`config.mk`:
```
export PLATFORM = sky130hd
export DESIGN_NAME = opr_cell
export DESIGN_NICKNAME = d
export VERILOG_FILES = /design/src/rtl/optimal_page_replacement_unit_assert.svh /design/src/rtl/opr_pkg.sv /design/src/rtl/opr_cell.sv
export SDC_FILE = /design/constraint.sdc
export NUM_CORES = 1
export LEC_CHECK = 0
export BUFFER_PORTS_ARGS = -buffer_cell sky130_fd_sc_hd__buf_2
export CORE_ASPECT_RATIO = 1.4
export CORE_MARGIN = 4
export CORE_UTILIZATION = 44
export CTS_BUF_LIST = sky130_fd_sc_hd__clkbuf_4 sky130_fd_sc_hd__clkbuf_8
export CTS_CLUSTER_DIAMETER = 40
export DETAILED_ROUTE_END_ITERATION = 8
export PLACE_DENSITY = 0.84
export SLEW_MARGIN = 20
export SYNTH_ARGS = -nofsm -noshare
export SYNTH_HDL_FRONTEND = slang
export SYNTH_SLANG_ARGS = --single-unit
export TNS_END_PERCENT = 20
```
`constraint.sdc`:
```
create_clock -name clock -period 5.3 [get_ports clock]
set_clock_uncertainty 0.2 [all_clocks]
set_input_delay 0.265 -clock clock [delete_from_list [all_inputs] [get_ports clock]]
set_output_delay 0.265 -clock clock [all_outputs]
set_load 0.02 [all_outputs]
```
`src/rtl/optimal_page_replacement_unit_assert.svh`:
```
// Assertion macros used by the top-level RTL file.
`ifndef OPTIMAL_PAGE_REPLACEMENT_UNIT_ASSERT_SVH
`define OPTIMAL_PAGE_REPLACEMENT_UNIT_ASSERT_SVH

// The consequent must hold in the cycle after the antecedent.
`define OPR_ASSERT_NEXT(label, clk, rst, ante, cons, msg) \
   label: assert property (@(posedge clk) disable iff (rst) (ante) |=> (cons)) \
      else $error(msg);

// The condition must never be true outside reset.
`define OPR_ASSERT_NEVER(label, clk, rst, cond, msg) \
   label: assert property (@(posedge clk) disable iff (rst) !(cond)) \
      else $error(msg);

`endif

```
`src/rtl/opr_pkg.sv`:
```
`default_nettype none
package opr_pkg;

   localparam int DEF_MAX_FRAMES = 64;
   localparam int DEF_PAGE_SPACE = 4096;

   localparam int IDX_W_MAX   = 10;
   localparam int PAGE_W_MAX  = 16;
   localparam int KEY_W       = 32;
   localparam int TRACE_W     = 31;
   localparam int FC_W        = 7;
   localparam int HP_W        = 12;
   localparam int CNT_W       = 32;
   localparam int REQ_DATA_W  = 48;
   localparam int RSP_DATA_W  = 80;
   localparam int CSR_INDEX_W = 2;
   localparam int CSR_DATA_W  = 31;

   typedef enum logic [CSR_INDEX_W-1:0] {
      CSR_FRAME_COUNT  = 2'd0,
      CSR_TRACE_LENGTH = 2'd1,
      CSR_HIGHEST_PAGE = 2'd2
   } csr_index_type;

   typedef enum logic [1:0] {
      ST_CLEAR,
      ST_IDLE,
      ST_SCAN,
      ST_COMMIT
   } state_type;

   // Running search result handed from one slot cell to the next.
   typedef struct packed {
      logic                  active;
      logic                  hit_found;
      logic [IDX_W_MAX-1:0]  hit_idx;
      logic                  free_found;
      logic [IDX_W_MAX-1:0]  free_idx;
      logic                  best_found;
      logic [IDX_W_MAX-1:0]  best_idx;
      logic [KEY_W-1:0]      best_key;
      logic [PAGE_W_MAX-1:0] best_page;
   } scan_type;

   // Broadcast slot update from the control logic.
   typedef struct packed {
      logic                  en;
      logic [IDX_W_MAX-1:0]  idx;
      logic [PAGE_W_MAX-1:0] page;
      logic [KEY_W-1:0]      key;
   } slot_wr_type;

   function automatic logic [CNT_W-1:0] sat_inc(input logic [CNT_W-1:0] v);
      return (&v) ? v : v + CNT_W'(1);
   endfunction

endpackage
`default_nettype wire

```
`src/rtl/opr_cell.sv`:
```
`default_nettype none
module opr_cell #(
   parameter int SLOT   = 0,
   parameter int PAGE_W = 12
) (
   input  wire logic                 clock,
   input  wire logic                 reset,
   input  wire logic [PAGE_W-1:0]    query_page,
   input  wire opr_pkg::scan_type    chain_prev,
   output opr_pkg::scan_type         chain_next,
   input  wire opr_pkg::slot_wr_type wr
);
   import opr_pkg::*;

   logic              valid_ff;
   logic [PAGE_W-1:0] page_ff;
   logic [KEY_W-1:0]  key_ff;
   scan_type          scan_ff, scan_in;

   always_comb begin
      scan_in = chain_prev;
      if (!chain_prev.hit_found && valid_ff && page_ff == query_page) begin
         scan_in.hit_found = 1'b1;
         scan_in.hit_idx   = IDX_W_MAX'(SLOT);
      end
      if (!chain_prev.free_found && !valid_ff) begin
         scan_in.free_found = 1'b1;
         scan_in.free_idx   = IDX_W_MAX'(SLOT);
      end
      // Strict compare keeps the lowest slot among equal keys.
      if (valid_ff && (!chain_prev.best_found || key_ff > chain_prev.best_key)) begin
         scan_in.best_found = 1'b1;
         scan_in.best_idx   = IDX_W_MAX'(SLOT);
         scan_in.best_key   = key_ff;
         scan_in.best_page  = PAGE_W_MAX'(page_ff);
      end
      if (!chain_prev.active) begin
         scan_in = '0;
      end
   end

   always_ff @(posedge clock) begin
      if (reset) begin
         scan_ff  <= '0;
         valid_ff <= 1'b0;
      end else begin
         scan_ff <= scan_in;
         if (wr.en && wr.idx == IDX_W_MAX'(SLOT)) begin
            valid_ff <= 1'b1;
         end
      end
   end

   always_ff @(posedge clock) begin
      if (wr.en && wr.idx == IDX_W_MAX'(SLOT)) begin
         page_ff <= wr.page[PAGE_W-1:0];
         key_ff  <= wr.key;
      end
   end

   assign chain_next = scan_ff;

endmodule
`default_nettype wire

```
Word-level counts from Yosys, hierarchy flattened
Cells that the tools add are included.

Flip-flop bits (word level): 127. Logic and storage cells: 35.

$lt $le $gt $ge: 1. Equality and inequality tests: 1. Multiplexer cells: 4. Bitwise gates (word level): 1. Reduce and logical (&&, ||, !) cells: 15.

Operators by type and width (count): 2-to-1 mux 82 bit (1); 2-to-1 mux 59 bit (1); > comparator 32 bit (1); 2-to-1 mux 11 bit (2); equality test 12 bit (1); zero test 10 bit (1); OR reduction 3 bit (3); logical AND 1 bit (5); zero test 1 bit (4); OR reduction 2 bit (1); logical OR 1 bit (1); inverter 1 bit (1).

Longest topological paths before layout
Word-level depth: 5. Depth in mapped cells: 10. Mapped depth without buffers: 8.

Worst setup path before layout
No wires, ideal clock.

Kind: input to register. Start point: input wr[50] in the netlist's numbering. End point: register key_ff[0], enable pin. Setup time: 563 ps. Arrival time: 4877 ps. Required time: 4537 ps. Setup slack: -340 ps. Stages: 3. Path buffers: 0. Path through: nor4b_1 > nand2_1 > nor4_1.

Word-level cells in the longest chain between the ends: 2.

RTL lines: start, declared (line opr_cell.sv:11) `input wire opr_pkg::slot_wr_type wr`; zero test 10 bit (line opr_cell.sv:55) `if (wr.en && wr.idx == IDX_W_MAX'(SLOT)) begin`; logical AND 1 bit (line opr_cell.sv:55); end signal, assigned (line opr_cell.sv:57) `key_ff <= wr.key;`; end, declared (line opr_cell.sv:17) `logic [KEY_W-1:0] key_ff;`.

Every way passes these cells. A chain may end at the register's enable or synchronous reset.

Final worst setup path
Start point: input chain_prev[47] in the netlist's numbering. End point: register scan_ff, in the netlist chain_next[20].

Word-level cells in the longest chain between the ends: 4.

RTL lines: start, declared (line opr_cell.sv:9) `input wire opr_pkg::scan_type chain_prev,`; > comparator 32 bit (line opr_cell.sv:31) `if (valid_ff && (!chain_prev.best_found || key_ff > chain_prev.best_key)) begin`; logical OR 1 bit (line opr_cell.sv:31); logical AND 1 bit (line opr_cell.sv:31); 2-to-1 mux 59 bit (line opr_cell.sv:31); end signal, assigned (line opr_cell.sv:47) `scan_ff <= scan_in;`; end, declared (line opr_cell.sv:18) `scan_type scan_ff, scan_in;`.

Every way passes these cells.

==> results.json <==
{
  "worst_slack_ns": 1.722,
  "fin_crit_ns": 3.578,
  "port_buffers": 232,
  "synth_area_mm2": 0.005145,
  "peakVddDrop_mv": 0.1648,
  "cts-root-buf": "clkbuf_8",
  "initialDrtViolationCount": 307,
  "hp-class": "in -> reg",
  "postSynth.asyncResetShare": 0,
  "synth_seq_area_share": 0.5798,
  "syn_inst": 472,
  "yosys_warnings": 0,
  "yosysMostFrequentCell": "dfxtp_1",
  "fin_nets": 1018,
  "antenna_found_initial": 2,
  "r2r_cells": 7,
  "finalCritPeriodShare": 0.6750,
  "dr_total_vias": 5226,
  "synth_edf_count": 44,
  "start_util": 0.4515,
  "dp_hpwl_um": 10860,
  "viasPerCell": 5.268,
  "critPathCaptureType": "flip-flop",
  "worst_slew_pin_slew_ns": 1.073,
  "required_ns": 5.45,
  "ys_types": 40,
  "grt-ovfl-total": 0,
  "drv_slew": 0,
  "ant_nets": 0,
  "cts_resized": 0,
  "ioPinCount": 237,
  "synth_top_area_share": 0.3230,
  "cts_tree": "built",
  "area_growth_pct": 57.25,
  "drive_above_1_share": 0.3306,
  "cts_buffers": 17,
  "stdcell_count": 992,
  "die_x_um": 99.39,
  "grt_pass1_vias": 5651,
  "gp_congestion": 0.8519,
  "synth_nets": 659,
  "path_class": "in -> reg",
  "synth.area.top_cells": "dfxtp_1 32%, edfxtp_1 26%, ha_1 7.8%",
  "postCtsSetupRepairBufs": 0,
  "core_mm2": 0.01140,
  "tns_ns": 0,
  "fmax_mhz": 279.5,
  "cts_sinks": 127,
  "die_h_um": 135.9,
  "placementRows": 46,
  "syn_avg_cell_area_um2": 10.90,
  "wl_um": 18310,
  "rrSetupSlack_ns": 1.82,
  "pre_cts_slack_ns": 1.878,
  "fin_hold_ws_ns": 0.1003,
  "holdPathStages": 3,
  "grt_max_degree": 51,
  "yosys_register_bits": 127,
  "start_kind": "input port",
  "leakagePower_uw": 0.003843,
  "path_max_fanout": 44,
  "grt_pass1_wl_um": 27920,
  "crit_start": "chain_prev[47]",
  "dieArea_mm2": 0.01351,
  "insertion_delay_ns": 0.43,
  "synthFlopType": "dfxtp_1",
  "drtPass1Iterations": 5,
  "setup-violations-final": 0,
  "grt.total_usage": 0.2666,
  "maxSlewHeadroom": 0.2847,
  "reg2reg_from": "key_ff[27]",
  "yosysTopAreaCell": "dfxtp_1",
  "drv_cap": 0,
  "utilization": 0.7099,
  "rsz0062_at_grt": "no",
  "cts_max_path_buffers": 2,
  "hold_viol": 0,
  "endpoint": "chain_next[20]",
  "rr_endpoint": "chain_next[20]",
  "arrival_ns": 3.73,
  "place_inst": 828,
  "power_density_mw_per_mm2": 270.8,
  "wl_per_cell_um": 18.46,
  "drc": 0,
  "synth_common_cells": "83 x dfxtp_1, 57 x a21oi_1, 48 x nand3_1",
  "path_clk_slew_ns": 0.08,
  "status": "complete, no violations",
  "htreeDepth": 4
}
==> registers in the layout, indices dropped and copies added (netlist names) <==
register    flops
chain_next     82
key_ff         32
page_ff        12
valid_ff        1
==> worst min-delay path by stage <==
stage / start / slack, ns / to
2_1_floorplan: reset / 0.14 / valid_ff
3_3_place_gp: wr[22] / 0.24 / key_ff[22]
3_5_place_dp: wr[14] / 0.24 / key_ff[14]
4_1_cts: query_page[6] / 0.06 / chain_next[80]
5_1_grt: wr[54] / 0.08 / page_ff[8]
6_report: wr[54] / 0.10 / page_ff[8]
==> cell type report <==
class	instances	area [um2]
Antenna cell	4	10.01
Fill cell	751	3306
Tap cell	144	180.2
Multi-Input combinational cell	286	1884
Clock inverter	15	183.9
Inverter	34	127.6
Timing Repair Buffer	365	2487
Sequential cell	127	2983
Clock buffer	17	234.0
==> metrics by stage <==
step,cell area [um2],power (uW)
3_3_place_gp,6366,1238
5_1_grt,8085,2258
3_5_place_dp,6381,1244
4_1_cts,8080,2191
6_report,8090,2191
2_1_floorplan,5151,1145
==> power by group <==
| group | leakage [uW] | total (uW) | internal (uW) | switching, uW |
|---|---|---|---|---|
| sequential | 0.00108 | 1040 | 1030 | 7.11 |
| combinational | 0.00256 | 270 | 146 | 124 |
| clock | 0.000211 | 884 | 471 | 412 |
==> worst max-delay path, stage by stage <==
cell and delay, ns:
dlygate4sd3_1 0.54, buf_2 0.12, inv_1 0.04, ha_1 0.34, nand4_2 0.19, or4_4 0.59
o31ai_4 0.32, a31o_2 0.86, nand3_1 0.24, a21oi_1 0.20
==> per-layer routing <==
metal  track usage  vias up  wire length [um]
met5             0        -                 0
met4        0.1298        0               653
met3       0.06571       54              1568
met2        0.5101      310              9860
met1        0.2630     2453              6231
li1              -     2409                 -
==> placed cells by master, fill, tap and decap left out, drive strengths merged, types with 2 or more instances in the layout <==
cell	instances
a31o	2
o211ai	2
and3	15
clkinv	7
edfxtp	44
nand4	6
o21ai	48
a31oi	2
clkbuf	17
nand3	48
diode	4
a21oi	57
bufinv	3
xnor2	8
nor2	11
and2	20
and4	3
buf	237
xor2	4
nor4	4
ha	32
nor3	2
dlygate4sd3	128
nand2	10
dfxtp	83
inv	38
o31ai	2
==> logic make-up after synthesis <==
family / Yosys count / share of synthesized area
buffers and inverters: 59 / 0.06080
adders and majority gates: 32 / 0.07782
xor gates and xnor gates: 12 / 0.02043
and+or+nand+nor: 125 / 0.1359
DFF: 127 / 0.5798
AOI/OAI and AO/OA: 117 / 0.1252
==> timing repair <==
| item | CTS | global route |
|---|---|---|
| hold buffers | 128 | 0 |
| endpoints found under the setup margin | 0 | 0 |
| endpoints found under the hold margin | 134 | 0 |
(Power assumes the default switching activity.)
